## src/rtl/ccw_pkg.sv

```systemverilog
// Shared types and constants for the CUBIC congestion window block.
`default_nettype none

package ccw_pkg;

   // Window format: unsigned Q24.16
   localparam int WIN_INT_BITS = 24;
   localparam int FRAC_BITS    = 16;
   localparam int WIN_BITS     = WIN_INT_BITS + FRAC_BITS;

   localparam logic [WIN_BITS-1:0] WIN_MAX = '1;
   localparam logic [WIN_BITS-1:0] WIN_ONE = 40'h00_0001_0000;
   localparam logic [WIN_BITS-1:0] WIN_TWO = 40'h00_0002_0000;

   // Saturation limits of the multiply/divide unit
   localparam logic [63:0] CAP_BIG = 64'h4000_0000_0000_0000;
   localparam logic [63:0] CAP_Q16 = 64'h0010_0000_0000_0000;
   localparam logic [63:0] CAP_WIN = 64'h0000_00FF_FFFF_FFFF;
   localparam logic [63:0] CAP_ALL = 64'hFFFF_FFFF_FFFF_FFFF;

   // Time conversion
   localparam logic [63:0] USEC_PER_SEC = 64'd1000000;
   localparam logic [63:0] T_LIMIT_US   = 64'd4096000000;
   localparam logic [31:0] TIME_SCALE   = 32'h0010_0000;
   localparam logic [31:0] Q16_ONE      = 32'h0001_0000;

   // Congestion control phases
   localparam logic [1:0] PH_SLOW  = 2'd0;
   localparam logic [1:0] PH_AVOID = 2'd1;
   localparam logic [1:0] PH_RECOV = 2'd2;

   // Register indexes
   localparam logic [1:0] CSR_BETA  = 2'd0;
   localparam logic [1:0] CSR_SCALE = 2'd1;
   localparam logic [1:0] CSR_IWIN  = 2'd2;
   localparam logic [1:0] CSR_ITHR  = 2'd3;

   // Register reset values
   localparam logic [15:0] BETA_RESET  = 16'd45875;
   localparam logic [15:0] SCALE_RESET = 16'd26214;
   localparam logic [15:0] IWIN_RESET  = 16'd10;
   localparam logic [23:0] ITHR_RESET  = 24'd65535;

   // Multiply/divide unit modes
   typedef enum logic [1:0] {
      MD_DIV,
      MD_SHR,
      MD_RAW
   } md_mode_type;

   // One multiply/divide command: floor(a*b/d), or (a*b)>>16, or a*b, capped
   typedef struct packed {
      md_mode_type  mode;
      logic [63:0]  a;
      logic [31:0]  b;
      logic [63:0]  d;
      logic [63:0]  cap;
   } md_cmd_type;

endpackage

`default_nettype wire

```

## src/rtl/ccw_muldiv.sv

```systemverilog
// Bit-serial multiply then restoring divide unit with saturation.
`default_nettype none

module ccw_muldiv (
   input  wire logic               clock,
   input  wire logic               reset,
   input  wire logic               start,
   input  wire ccw_pkg::md_cmd_type cmd,
   output logic                    done,
   output logic [63:0]             result
);

   typedef enum logic [1:0] {
      M_IDLE,
      M_MUL,
      M_DIV,
      M_SAT
   } md_state_type;

   md_state_type         state_ff;
   ccw_pkg::md_mode_type mode_ff;
   logic [95:0]          mcand_ff;
   logic [31:0]          mplier_ff;
   logic [95:0]          acc_ff;
   logic [63:0]          div_ff;
   logic [63:0]          cap_ff;
   logic [95:0]          quo_ff;
   logic [63:0]          rem_ff;
   logic [6:0]           cnt_ff;
   logic                 done_ff;
   logic [63:0]          result_ff;

   logic [64:0]          rem_shift;
   logic                 rem_fit;
   logic [64:0]          rem_sub;
   logic [95:0]          sat_value;
   logic [63:0]          sat_res;

   // Divide step and final saturation
   always_comb begin
      rem_shift = {rem_ff, acc_ff[95]};
      rem_fit   = rem_shift >= {1'b0, div_ff};
      rem_sub   = rem_shift - {1'b0, div_ff};
      case (mode_ff)
         ccw_pkg::MD_DIV: sat_value = quo_ff;
         ccw_pkg::MD_SHR: sat_value = {16'd0, acc_ff[95:16]};
         default:         sat_value = acc_ff;
      endcase
      sat_res = (sat_value > {32'd0, cap_ff}) ? cap_ff : sat_value[63:0];
   end

   // Sequence: shift-add multiply, then in divide mode one quotient bit per cycle
   always_ff @(posedge clock) begin
      if (reset) begin
         state_ff <= M_IDLE;
         done_ff  <= 1'b0;
      end else begin
         done_ff <= 1'b0;
         case (state_ff)
            M_IDLE: begin
               if (start) begin
                  mode_ff   <= cmd.mode;
                  mcand_ff  <= {32'd0, cmd.a};
                  mplier_ff <= cmd.b;
                  acc_ff    <= '0;
                  div_ff    <= cmd.d;
                  cap_ff    <= cmd.cap;
                  state_ff  <= M_MUL;
               end
            end
            M_MUL: begin
               if (mplier_ff == 32'd0) begin
                  if (mode_ff == ccw_pkg::MD_DIV) begin
                     if (div_ff == 64'd0) begin
                        quo_ff   <= '1;
                        state_ff <= M_SAT;
                     end else begin
                        quo_ff   <= '0;
                        rem_ff   <= '0;
                        cnt_ff   <= 7'd95;
                        state_ff <= M_DIV;
                     end
                  end else begin
                     state_ff <= M_SAT;
                  end
               end else begin
                  if (mplier_ff[0]) begin
                     acc_ff <= acc_ff + mcand_ff;
                  end
                  mcand_ff  <= {mcand_ff[94:0], 1'b0};
                  mplier_ff <= {1'b0, mplier_ff[31:1]};
               end
            end
            M_DIV: begin
               acc_ff <= {acc_ff[94:0], 1'b0};
               if (rem_fit) begin
                  rem_ff <= rem_sub[63:0];
               end else begin
                  rem_ff <= rem_shift[63:0];
               end
               quo_ff <= {quo_ff[94:0], rem_fit};
               if (cnt_ff == 7'd0) begin
                  state_ff <= M_SAT;
               end else begin
                  cnt_ff <= cnt_ff - 7'd1;
               end
            end
            M_SAT: begin
               result_ff <= sat_res;
               done_ff   <= 1'b1;
               state_ff  <= M_IDLE;
            end
            default: state_ff <= M_IDLE;
         endcase
      end
   end

   assign done   = done_ff;
   assign result = result_ff;

endmodule

`default_nettype wire

```

## src/rtl/cubic_congestion_window.sv

```systemverilog
// CUBIC congestion window: event sequencer, state registers and result register.
//
// Requests carry an acknowledgement or loss event with a microsecond
// timestamp on req_*; one result per request leaves on rsp_* holding the
// congestion window, phase, peak window and loss/recovery counters.
// Registers are written on csr_* (always ready). The user must write them
// only while the block is idle; the block itself does not enforce this.
// One request is worked at a time; req_stall is high from acceptance until
// its result is loaded into the output register. Zero-packet
// acknowledgements, slow start and fast recovery do without the shared
// bit-serial multiply/divide unit (one multiplier bit, then one of 96
// quotient bits, per cycle); a loss and a congestion-avoidance
// acknowledgement use it, and the first one of a cubic epoch also uses it
// for K in the 21-step cube root.
// The result register holds its value while rsp_stall is high, and the
// next request may be accepted meanwhile; its result waits until the
// previous one is taken. Synchronous reset loads the register defaults,
// an initial window of 10 packets and slow start, with no result pending.
`default_nettype none

module cubic_congestion_window (
   input  wire logic        clock,
   input  wire logic        reset,
   input  wire logic        req_valid,
   output logic             req_stall,
   input  wire logic        req_op,
   input  wire logic [15:0] req_acked_packets,
   input  wire logic        req_timeout_loss,
   input  wire logic [63:0] req_time_us,
   output logic             rsp_valid,
   input  wire logic        rsp_stall,
   output logic [23:0]      rsp_window_packets,
   output logic [39:0]      rsp_window_fixed,
   output logic [1:0]       rsp_phase,
   output logic [39:0]      rsp_peak_window,
   output logic [31:0]      rsp_loss_count,
   output logic [31:0]      rsp_recovery_count,
   input  wire logic        csr_valid,
   output logic             csr_ready,
   input  wire logic [1:0]  csr_index,
   input  wire logic [23:0] csr_data
);

   typedef enum logic [3:0] {
      S_IDLE,
      S_LOSS,
      S_KQ,
      S_CB_SQ,
      S_CB_CU,
      S_TIME,
      S_DSQ,
      S_DCU,
      S_TERM,
      S_RATIO,
      S_WT,
      S_INC,
      S_FIN,
      S_EMIT
   } seq_state_type;

   // Saturating window add
   function automatic logic [39:0] sat_add(input logic [39:0] x, input logic [39:0] y);
      logic [40:0] s;
      s = {1'b0, x} + {1'b0, y};
      return s[40] ? ccw_pkg::WIN_MAX : s[39:0];
   endfunction

   function automatic ccw_pkg::md_cmd_type make_cmd(
      input ccw_pkg::md_mode_type mode,
      input logic [63:0] a,
      input logic [31:0] b,
      input logic [63:0] d,
      input logic [63:0] cap
   );
      ccw_pkg::md_cmd_type c;
      c.mode = mode;
      c.a    = a;
      c.b    = b;
      c.d    = d;
      c.cap  = cap;
      return c;
   endfunction

   seq_state_type       state_ff;
   logic                md_wait_ff;
   logic                md_start_ff;
   ccw_pkg::md_cmd_type md_cmd_ff;
   logic                md_done;
   logic [63:0]         md_result;

   // Configuration
   logic [15:0] beta_ff;
   logic [15:0] scale_ff;
   logic [15:0] iwin_ff;

   // Architectural state
   logic [39:0] window_ff;
   logic [39:0] threshold_ff;
   logic [1:0]  phase_ff;
   logic [39:0] wbl_ff;
   logic [31:0] k_ff;
   logic [63:0] epoch_ff;
   logic        epoch_valid_ff;
   logic [39:0] peak_ff;
   logic [31:0] losses_ff;
   logic [31:0] recov_ff;
   logic        seeded_ff;

   // Request and working registers
   logic        timeout_ff;
   logic [15:0] acked_ff;
   logic [63:0] time_ff;
   logic [63:0] root_x_ff;
   logic [3:0]  s_ff;
   logic [20:0] root_ff;
   logic [4:0]  bit_ff;
   logic [63:0] sq_ff;
   logic [31:0] t20_ff;
   logic [63:0] dpow_ff;
   logic [39:0] wc_ff;
   logic [39:0] ratio_ff;
   logic [39:0] wt_ff;

   // Result register
   logic        rsp_valid_ff;
   logic [23:0] rsp_packets_ff;
   logic [39:0] rsp_fixed_ff;
   logic [1:0]  rsp_phase_ff;
   logic [39:0] rsp_peak_ff;
   logic [31:0] rsp_losses_ff;
   logic [31:0] rsp_recov_ff;

   logic        req_take;
   logic        rsp_free;
   logic [39:0] req_acked_fixed;
   logic [39:0] acked_fixed;
   logic [39:0] ss_win;
   logic [39:0] init_win_fixed;
   logic [15:0] scale_eff;
   logic [16:0] one_minus_beta;
   logic [63:0] elapsed;
   logic [3:0]  s_cnt;
   logic [5:0]  x_shift;
   logic [20:0] cand;
   logic [20:0] root_next;
   logic [32:0] k_wide;
   logic [31:0] k_next;
   logic [31:0] d_abs;
   logic [27:0] d16;
   logic [64:0] w16;
   logic [39:0] wc_next;
   logic [39:0] target;
   logic [39:0] th_next;
   logic [39:0] win_floor;
   logic [23:0] win_packets;

   ccw_muldiv u_muldiv (
      .clock  (clock),
      .reset  (reset),
      .start  (md_start_ff),
      .cmd    (md_cmd_ff),
      .done   (md_done),
      .result (md_result)
   );

   // Datapath helpers around the shared unit
   always_comb begin
      req_take        = req_valid && !req_stall;
      rsp_free        = !rsp_valid_ff || !rsp_stall;
      req_acked_fixed = {8'd0, req_acked_packets, 16'd0};
      acked_fixed     = {8'd0, acked_ff, 16'd0};
      ss_win          = sat_add(window_ff, req_acked_fixed);
      init_win_fixed  = {8'd0, ((iwin_ff == 16'd0) ? 16'd1 : iwin_ff), 16'd0};
      scale_eff       = (scale_ff == 16'd0) ? 16'd1 : scale_ff;
      one_minus_beta  = 17'h10000 - {1'b0, beta_ff};
      elapsed         = time_ff - epoch_ff;

      // Normalize K's cube-root argument by whole groups of three bits
      s_cnt = 4'd0;
      for (int i = 0; i < 11; i++) begin
         if ((md_result >> (19 + 3 * i)) != 64'd0) begin
            s_cnt = s_cnt + 4'd1;
         end
      end
      x_shift = 6'd44 - ({2'd0, s_cnt} + {1'b0, s_cnt, 1'b0});

      cand      = root_ff | (21'd1 << bit_ff);
      root_next = (md_result <= root_x_ff) ? cand : root_ff;
      k_wide    = {12'd0, root_next} << s_ff;
      k_next    = k_wide[32] ? 32'hFFFF_FFFF : k_wide[31:0];

      d_abs = (t20_ff >= k_ff) ? (t20_ff - k_ff) : (k_ff - t20_ff);
      d16   = d_abs[31:4];

      // Cubic target from W_max and the cubic term
      if (t20_ff < k_ff) begin
         w16 = ({25'd0, wbl_ff} > {1'b0, md_result}) ?
               ({25'd0, wbl_ff} - {1'b0, md_result}) : 65'd0;
      end else begin
         w16 = {25'd0, wbl_ff} + {1'b0, md_result};
      end
      if (w16 < {25'd0, ccw_pkg::WIN_ONE}) begin
         wc_next = ccw_pkg::WIN_ONE;
      end else if (w16 > {25'd0, ccw_pkg::WIN_MAX}) begin
         wc_next = ccw_pkg::WIN_MAX;
      end else begin
         wc_next = w16[39:0];
      end

      target    = (wc_ff > wt_ff) ? wc_ff : wt_ff;
      th_next   = (md_result[39:0] < ccw_pkg::WIN_TWO) ? ccw_pkg::WIN_TWO : md_result[39:0];
      win_floor = (window_ff < ccw_pkg::WIN_ONE) ? ccw_pkg::WIN_ONE : window_ff;
      win_packets = (window_ff[39:16] == 24'd0) ? 24'd1 : window_ff[39:16];
   end

   // Sequencer, state registers and result register
   always_ff @(posedge clock) begin
      if (reset) begin
         state_ff       <= S_IDLE;
         md_wait_ff     <= 1'b0;
         md_start_ff    <= 1'b0;
         rsp_valid_ff   <= 1'b0;
         beta_ff        <= ccw_pkg::BETA_RESET;
         scale_ff       <= ccw_pkg::SCALE_RESET;
         iwin_ff        <= ccw_pkg::IWIN_RESET;
         window_ff      <= {8'd0, ccw_pkg::IWIN_RESET, 16'd0};
         threshold_ff   <= {ccw_pkg::ITHR_RESET, 16'd0};
         phase_ff       <= ccw_pkg::PH_SLOW;
         wbl_ff         <= '0;
         k_ff           <= '0;
         epoch_ff       <= '0;
         epoch_valid_ff <= 1'b0;
         peak_ff        <= {8'd0, ccw_pkg::IWIN_RESET, 16'd0};
         losses_ff      <= '0;
         recov_ff       <= '0;
         seeded_ff      <= 1'b0;
      end else begin
         // Make the start pulse a one-cycle strobe
         if (md_start_ff) begin
            md_start_ff <= 1'b0;
         end

         // Drop the result once taken, unless a new one is loaded now
         if (rsp_valid_ff && !rsp_stall && (state_ff != S_EMIT)) begin
            rsp_valid_ff <= 1'b0;
         end

         // Register writes; reseed the window, peak and threshold before the first request
         if (csr_valid) begin
            case (csr_index)
               ccw_pkg::CSR_BETA:  beta_ff  <= csr_data[15:0];
               ccw_pkg::CSR_SCALE: scale_ff <= csr_data[15:0];
               ccw_pkg::CSR_IWIN: begin
                  iwin_ff <= csr_data[15:0];
                  if (!seeded_ff) begin
                     window_ff <= {8'd0, ((csr_data[15:0] == 16'd0) ? 16'd1 : csr_data[15:0]),
                                   16'd0};
                     peak_ff   <= {8'd0, ((csr_data[15:0] == 16'd0) ? 16'd1 : csr_data[15:0]),
                                   16'd0};
                  end
               end
               ccw_pkg::CSR_ITHR: begin
                  if (!seeded_ff) begin
                     threshold_ff <= {csr_data, 16'd0};
                  end
               end
               default: ;
            endcase
         end

         case (state_ff)
            S_IDLE: begin
               if (req_take) begin
                  seeded_ff  <= 1'b1;
                  timeout_ff <= req_timeout_loss;
                  acked_ff   <= req_acked_packets;
                  time_ff    <= req_time_us;
                  if (req_op) begin
                     state_ff <= S_LOSS;
                  end else if (req_acked_packets == 16'd0) begin
                     state_ff <= S_EMIT;
                  end else begin
                     case (phase_ff)
                        ccw_pkg::PH_SLOW: begin
                           window_ff <= ss_win;
                           if (ss_win >= threshold_ff) begin
                              phase_ff       <= ccw_pkg::PH_AVOID;
                              epoch_valid_ff <= 1'b0;
                           end
                           state_ff <= S_FIN;
                        end
                        ccw_pkg::PH_RECOV: begin
                           window_ff      <= ss_win;
                           phase_ff       <= ccw_pkg::PH_AVOID;
                           recov_ff       <= recov_ff + 32'd1;
                           epoch_valid_ff <= 1'b0;
                           state_ff       <= S_FIN;
                        end
                        default: begin
                           if (!epoch_valid_ff) begin
                              epoch_ff       <= req_time_us;
                              epoch_valid_ff <= 1'b1;
                              state_ff       <= S_KQ;
                           end else begin
                              state_ff <= S_TIME;
                           end
                        end
                     endcase
                  end
               end
            end

            // Multiplicative decrease; a timeout loss instead restarts slow start from the initial window
            S_LOSS: begin
               if (!md_wait_ff) begin
                  md_cmd_ff   <= make_cmd(ccw_pkg::MD_SHR, {24'd0, window_ff}, {16'd0, beta_ff},
                                          64'd0, ccw_pkg::CAP_WIN);
                  md_start_ff <= 1'b1;
                  md_wait_ff  <= 1'b1;
               end else if (md_done) begin
                  md_wait_ff     <= 1'b0;
                  losses_ff      <= losses_ff + 32'd1;
                  wbl_ff         <= window_ff;
                  threshold_ff   <= th_next;
                  epoch_valid_ff <= 1'b0;
                  if (timeout_ff) begin
                     window_ff <= init_win_fixed;
                     phase_ff  <= ccw_pkg::PH_SLOW;
                  end else begin
                     window_ff <= th_next;
                     phase_ff  <= ccw_pkg::PH_RECOV;
                  end
                  state_ff <= S_EMIT;
               end
            end

            // K: cube-root argument W_max*(1-beta)/C
            S_KQ: begin
               if (!md_wait_ff) begin
                  md_cmd_ff   <= make_cmd(ccw_pkg::MD_DIV, {24'd0, wbl_ff},
                                          {15'd0, one_minus_beta}, {48'd0, scale_eff},
                                          ccw_pkg::CAP_Q16);
                  md_start_ff <= 1'b1;
                  md_wait_ff  <= 1'b1;
               end else if (md_done) begin
                  md_wait_ff <= 1'b0;
                  if (md_result >= ccw_pkg::CAP_Q16) begin
                     k_ff     <= 32'hFFFF_FFFF;
                     state_ff <= S_TIME;
                  end else begin
                     root_x_ff <= md_result << x_shift;
                     s_ff      <= s_cnt;
                     root_ff   <= '0;
                     bit_ff    <= 5'd20;
                     state_ff  <= S_CB_SQ;
                  end
               end
            end

            // Cube root, one result bit per trial: square the candidate
            S_CB_SQ: begin
               if (!md_wait_ff) begin
                  md_cmd_ff   <= make_cmd(ccw_pkg::MD_RAW, {43'd0, cand}, {11'd0, cand},
                                          64'd0, ccw_pkg::CAP_ALL);
                  md_start_ff <= 1'b1;
                  md_wait_ff  <= 1'b1;
               end else if (md_done) begin
                  md_wait_ff <= 1'b0;
                  sq_ff      <= md_result;
                  state_ff   <= S_CB_CU;
               end
            end

            // Cube the candidate and keep the bit if it fits
            S_CB_CU: begin
               if (!md_wait_ff) begin
                  md_cmd_ff   <= make_cmd(ccw_pkg::MD_RAW, sq_ff, {11'd0, cand},
                                          64'd0, ccw_pkg::CAP_ALL);
                  md_start_ff <= 1'b1;
                  md_wait_ff  <= 1'b1;
               end else if (md_done) begin
                  md_wait_ff <= 1'b0;
                  root_ff    <= root_next;
                  if (bit_ff == 5'd0) begin
                     k_ff     <= k_next;
                     state_ff <= S_TIME;
                  end else begin
                     bit_ff   <= bit_ff - 5'd1;
                     state_ff <= S_CB_SQ;
                  end
               end
            end

            // Elapsed time in Q12.20 seconds
            S_TIME: begin
               if (!md_wait_ff) begin
                  if (elapsed >= ccw_pkg::T_LIMIT_US) begin
                     t20_ff   <= 32'hFFFF_FFFF;
                     state_ff <= S_DSQ;
                  end else begin
                     md_cmd_ff   <= make_cmd(ccw_pkg::MD_DIV, elapsed, ccw_pkg::TIME_SCALE,
                                             ccw_pkg::USEC_PER_SEC, ccw_pkg::CAP_BIG);
                     md_start_ff <= 1'b1;
                     md_wait_ff  <= 1'b1;
                  end
               end else if (md_done) begin
                  md_wait_ff <= 1'b0;
                  t20_ff     <= md_result[31:0];
                  state_ff   <= S_DSQ;
               end
            end

            S_DSQ: begin
               if (!md_wait_ff) begin
                  md_cmd_ff   <= make_cmd(ccw_pkg::MD_SHR, {36'd0, d16}, {4'd0, d16},
                                          64'd0, ccw_pkg::CAP_BIG);
                  md_start_ff <= 1'b1;
                  md_wait_ff  <= 1'b1;
               end else if (md_done) begin
                  md_wait_ff <= 1'b0;
                  dpow_ff    <= md_result;
                  state_ff   <= S_DCU;
               end
            end

            S_DCU: begin
               if (!md_wait_ff) begin
                  md_cmd_ff   <= make_cmd(ccw_pkg::MD_SHR, dpow_ff, {4'd0, d16},
                                          64'd0, ccw_pkg::CAP_BIG);
                  md_start_ff <= 1'b1;
                  md_wait_ff  <= 1'b1;
               end else if (md_done) begin
                  md_wait_ff <= 1'b0;
                  dpow_ff    <= md_result;
                  state_ff   <= S_TERM;
               end
            end

            // Scale by C and form the cubic target
            S_TERM: begin
               if (!md_wait_ff) begin
                  md_cmd_ff   <= make_cmd(ccw_pkg::MD_SHR, dpow_ff, {16'd0, scale_eff},
                                          64'd0, ccw_pkg::CAP_BIG);
                  md_start_ff <= 1'b1;
                  md_wait_ff  <= 1'b1;
               end else if (md_done) begin
                  md_wait_ff <= 1'b0;
                  wc_ff      <= wc_next;
                  state_ff   <= S_RATIO;
               end
            end

            // acked / window
            S_RATIO: begin
               if (!md_wait_ff) begin
                  md_cmd_ff   <= make_cmd(ccw_pkg::MD_DIV, {24'd0, acked_fixed},
                                          ccw_pkg::Q16_ONE, {24'd0, window_ff},
                                          ccw_pkg::CAP_WIN);
                  md_start_ff <= 1'b1;
                  md_wait_ff  <= 1'b1;
               end else if (md_done) begin
                  md_wait_ff <= 1'b0;
                  ratio_ff   <= md_result[39:0];
                  state_ff   <= S_WT;
               end
            end

            // TCP-friendly estimate
            S_WT: begin
               if (!md_wait_ff) begin
                  md_cmd_ff   <= make_cmd(ccw_pkg::MD_SHR, {24'd0, wbl_ff}, {16'd0, beta_ff},
                                          64'd0, ccw_pkg::CAP_WIN);
                  md_start_ff <= 1'b1;
                  md_wait_ff  <= 1'b1;
               end else if (md_done) begin
                  md_wait_ff <= 1'b0;
                  wt_ff      <= sat_add(md_result[39:0], ratio_ff);
                  state_ff   <= S_INC;
               end
            end

            // Advance the window toward the larger target, or by acked / window when not below it
            S_INC: begin
               if (!md_wait_ff) begin
                  if (target > window_ff) begin
                     md_cmd_ff   <= make_cmd(ccw_pkg::MD_DIV, {24'd0, target - window_ff},
                                             acked_fixed[31:0], {24'd0, window_ff},
                                             ccw_pkg::CAP_WIN);
                     md_start_ff <= 1'b1;
                     md_wait_ff  <= 1'b1;
                  end else begin
                     window_ff <= sat_add(window_ff, ratio_ff);
                     state_ff  <= S_FIN;
                  end
               end else if (md_done) begin
                  md_wait_ff <= 1'b0;
                  window_ff  <= sat_add(window_ff, md_result[39:0]);
                  state_ff   <= S_FIN;
               end
            end

            // Floor the window at one packet and track the peak
            S_FIN: begin
               window_ff <= win_floor;
               if (win_floor > peak_ff) begin
                  peak_ff <= win_floor;
               end
               state_ff <= S_EMIT;
            end

            // Load the result register once it is free
            S_EMIT: begin
               if (rsp_free) begin
                  rsp_valid_ff   <= 1'b1;
                  rsp_packets_ff <= win_packets;
                  rsp_fixed_ff   <= window_ff;
                  rsp_phase_ff   <= phase_ff;
                  rsp_peak_ff    <= peak_ff;
                  rsp_losses_ff  <= losses_ff;
                  rsp_recov_ff   <= recov_ff;
                  state_ff       <= S_IDLE;
               end
            end

            default: state_ff <= S_IDLE;
         endcase
      end
   end

   assign req_stall          = (state_ff != S_IDLE);
   assign csr_ready          = 1'b1;
   assign rsp_valid          = rsp_valid_ff;
   assign rsp_window_packets = rsp_packets_ff;
   assign rsp_window_fixed   = rsp_fixed_ff;
   assign rsp_phase          = rsp_phase_ff;
   assign rsp_peak_window    = rsp_peak_ff;
   assign rsp_loss_count     = rsp_losses_ff;
   assign rsp_recovery_count = rsp_recov_ff;

endmodule

`default_nettype wire
```

## config.mk

```make
export PLATFORM = sky130hd
export DESIGN_NAME = cubic_congestion_window
export DESIGN_NICKNAME = d
export VERILOG_FILES = /design/src/rtl/ccw_pkg.sv /design/src/rtl/ccw_muldiv.sv /design/src/rtl/cubic_congestion_window.sv
export SDC_FILE = /design/constraint.sdc
export NUM_CORES = 2
export LEC_CHECK = 0
export BUFFER_PORTS_ARGS = -buffer_cell sky130_fd_sc_hd__buf_2
export CAP_MARGIN = 20
export CORE_MARGIN = 8
export CORE_UTILIZATION = 45
export CTS_BUF_LIST = sky130_fd_sc_hd__clkbuf_16
export CTS_CLUSTER_SIZE = 14
export DETAILED_ROUTE_END_ITERATION = 6
export PLACE_DENSITY_LB_ADDON = 0.15
export SYNTH_ARGS = -nofsm -noshare
export SYNTH_HDL_FRONTEND = slang
export SYNTH_SLANG_ARGS = --single-unit
```

## constraint.sdc

```tcl
create_clock -name clock -period 18.4 [get_ports clock]
set_clock_uncertainty 0.15 [all_clocks]
set_input_delay 0.92 -clock clock [delete_from_list [all_inputs] [get_ports clock]]
set_output_delay 0.92 -clock clock [all_outputs]
set_load 0.05 [all_outputs]
```

==> flow_summary.toml <==
[setup_path]
path_buf_inv = 7
cp.required_ns = 18.80
r2r_start = "u_muldiv.result[38]"
end_kind = "flop"
critical-path-max-stage-delay_ns = 0.72
cp_slowest_cell = "clkinv_2"
r2r_end = "root_x_ff[57]"
startpoint_type = "flop"
arrival_ns = 14.09
path_class = "flop to flop"
path_delay_family = "adder cells"
r2r_setup_slack_ns = 4.70
rr_worst_depth = 40
cp_max_fo = 71
cpMostUsedCell = "ha_1"

[grt]
gr-total-overflow = 0
grt_pass1_wl_um = 698800
track_usage = 0.3722
antenna_found_initial = 75
first_global_vias = 91734
grt_max_degree = 132

[sta]
hold_viol = 0
maxSlewHeadroom = 0.04913
tns_ns = 0
fin_crit_sh = 0.7444
setup_viol = 0
worst_pin_slew_ns = 1.426
grt_setup_unrepaired = "false"
report.final.slew_viol_count = 0
fmax_mhz = 73.01
period_needed_ns = 13.70

[power]
p_clk_frac = 0.284
p_int_mw = 8.690
leakage_nw = 47.94
p_sw_mw = 5.858
pwr-share-comb = 0.379
powerDensity_mw_per_mm2 = 119.4
peakVddDrop_mv = 0.1257
seq_power_share = 0.338
netSwitchingFraction = 0.4027

[yosys]
synth_seq_cells = 1648
synth_edf_count = 1266
yosysWarningCount = 0
avgSynthCellArea_um2 = 9.341
synth_flop_cell = "edfxtp_1"
yosysUniqueCellTypes = 109
yosysSeqAreaShare = 0.4166
syn_inst = 11735
synth_nets = 12658
synth_area_mm2 = 0.1096
async_flop_share = 0

[clock_tree]
cts_tree = "done"
clk_transition_reported_paths_ns = 0.07
clkLatencyLatePin_ns = 0.89
cts_made_buffers = 194
cts_root_buffer = "clkbuf_16"
cts.sinks = 1648
cts_setup_buffers = 0
ctsHoldBuffers = 0
cts_buffer_depth = 3
cts_resized = 0
h-tree-depth = 4

[die]
core_mm2 = 0.2428
rows = 181
die-area_mm2 = 0.2597
chipWidth_um = 509.6
pin_count = 286
start_util = 0.4515
die-height_um = 509.6

[route]
antenna_left = 0
routed_wl_um = 506300
wire_per_inst_um = 33.26
vias = 99642
dr.pass1.iters = 7
drt_iter0_markers = 14102
viasPerCell = 6.545
drt_drc_violations_left = 1

[min_path]
min_from = "req_time_us[52]"
hold_path.class = "input port to flop"
hold_depth = 1
min_to = "time_ff[52]"

[placement]
place_hpwl_um = 385700
numPortBuffers = 284
gp_congestion = 1.038
dp.cells = 14806

[run_status]
violations = "design-rule violations"
status = "finished, violations left"

[layout]
nNetsFinal = 12731
final_cells = 15224
drive_gt1_frac = 0.1047
syn_to_final_growth_pct = 11.18

[flow_run]
maxCapViolations = 0
-- worst max path at each step --
stage	slack [ns]	start	endpoint	depth (start not counted)
3_5_place_dp	4.89	u_muldiv.result[38]	root_x_ff[57]	40
6_report	4.70	u_muldiv.result[38]	root_x_ff[57]	40
5_1_grt	4.13	u_muldiv.result[38]	root_x_ff[57]	40
3_3_place_gp	5.04	u_muldiv.result[38]	root_x_ff[57]	40
4_1_cts	4.85	u_muldiv.result[38]	root_x_ff[57]	40
2_1_floorplan	1.00	reset	u_muldiv.acc_ff[0]	3
-- final cells by class --
class | count | area [um2]
Antenna cell | 40 | 100.1
Clock inverter | 170 | 1817
Inverter | 646 | 2426
Fill cell | 22554 | 120900
Timing Repair Buffer | 568 | 3616
Sequential cell | 1648 | 45660
Multi-Input combinational cell | 8750 | 59250
Clock buffer | 200 | 5005
Tap cell | 3202 | 4006
-- power groups by stage --
stage               Clock [mW]  Sequential [mW]  Combinational (mW)
floorplan                    0             4.94                3.24
global placement             0             4.97                5.25
detailed placement           0             4.97                5.29
CTS                       4.16             4.90                5.31
global route              4.30             4.93                5.78
finish                    4.12             4.91                5.51
-- placed cells by master (no fill, tap or decap), types with 283 or more instances in the layout --
master,instances
buf_2,283
o21ai_0,691
nor2_1,752
nand2_1,1325
a21oi_1,1039
dfxtp_1,382
edfxtp_1,1266
a21o_1,422
ha_1,795
inv_1,672
-- cell families (layout without fill, tap and decap cells) --
group | after synthesis | count (layout) | synth area share
adders and majority gates | 810 | 810 | 0.09321
DFF | 1648 | 1648 | 0.4166
and+or+nand+nor | 3449 | 3449 | 0.1474
xor gates and xnor gates | 483 | 483 | 0.03937
other | 1 | 41 | 0.00003421
AOI/OAI and AO/OA | 3566 | 3566 | 0.2118
muxes | 441 | 441 | 0.04469
buffers and inverters | 1337 | 1584 | 0.04695
-- stage by stage --
step                      setup WS, ns  instance area, um2    util  hold WS (ns)  total power [mW]
after global routing             4.129              121800  0.5017       0.04904             15.01
after detailed placement         4.894              114900  0.4731        0.2545             10.26
after global placement           5.043              114800  0.4730        0.2515             10.22
after CTS                        4.854              121700  0.5012       0.03538             14.37
after floorplan                  1.000              109600       -        0.2503             8.178
final                            4.704              121900  0.5020       0.08698             14.55
-- cell usage after synthesis (111+ instances only) --
library cell     n  area, um2
nand3_1        205       1026
nor2b_1        180       1126
inv_1          640       2402
a211oi_1       116      870.8
mux2_2         197       2218
a221oi_1       148       1296
nor2_1         762       2860
nand2b_1       112      700.7
a21oi_1       1045       5230
xor2_1         196       1717
nand2_1       1327       4981
a22oi_1        125      938.4
xnor2_1        278       2435
mux2i_1        225       2252
a31oi_1        111      694.4
o21ai_0        692       3463
clkbuf_1       586       2200
ha_1           799       9997
nand4_1        164       1026
nor3_1         180      900.9
dfxtp_1        382       7647
and3_1         116      725.7
edfxtp_1      1266      38020
a21o_1         422       3168
-- registers in the layout, indices dropped and copies added, names as in the netlist, 40 cells and up --
signal and count:
u_muldiv.acc_ff 96, md_cmd_ff 141, threshold_ff 40, wbl_ff 40, wc_ff 40, wt_ff 40
u_muldiv.rem_ff 64, u_muldiv.result 64, peak_ff 40, rsp_peak_window 40, sq_ff 64, dpow_ff 64
root_x_ff 64, time_ff 64, u_muldiv.quo_ff 96, u_muldiv.div_ff 40, u_muldiv.mcand_ff 96, epoch_ff 64
ratio_ff 40, rsp_window_fixed 40, window_ff 40
-- per-layer routing --
layer,share of wire,up-vias,GRT usage
li1,-,43596,-
met2,0.40,5821,0.5188
met4,0.059,16,0.1877
met3,0.12,1043,0.1044
met1,0.42,49166,0.5251
met5,0.00049,-,0.0005553
No activity file was read; power rests on OpenSTA's default activity.
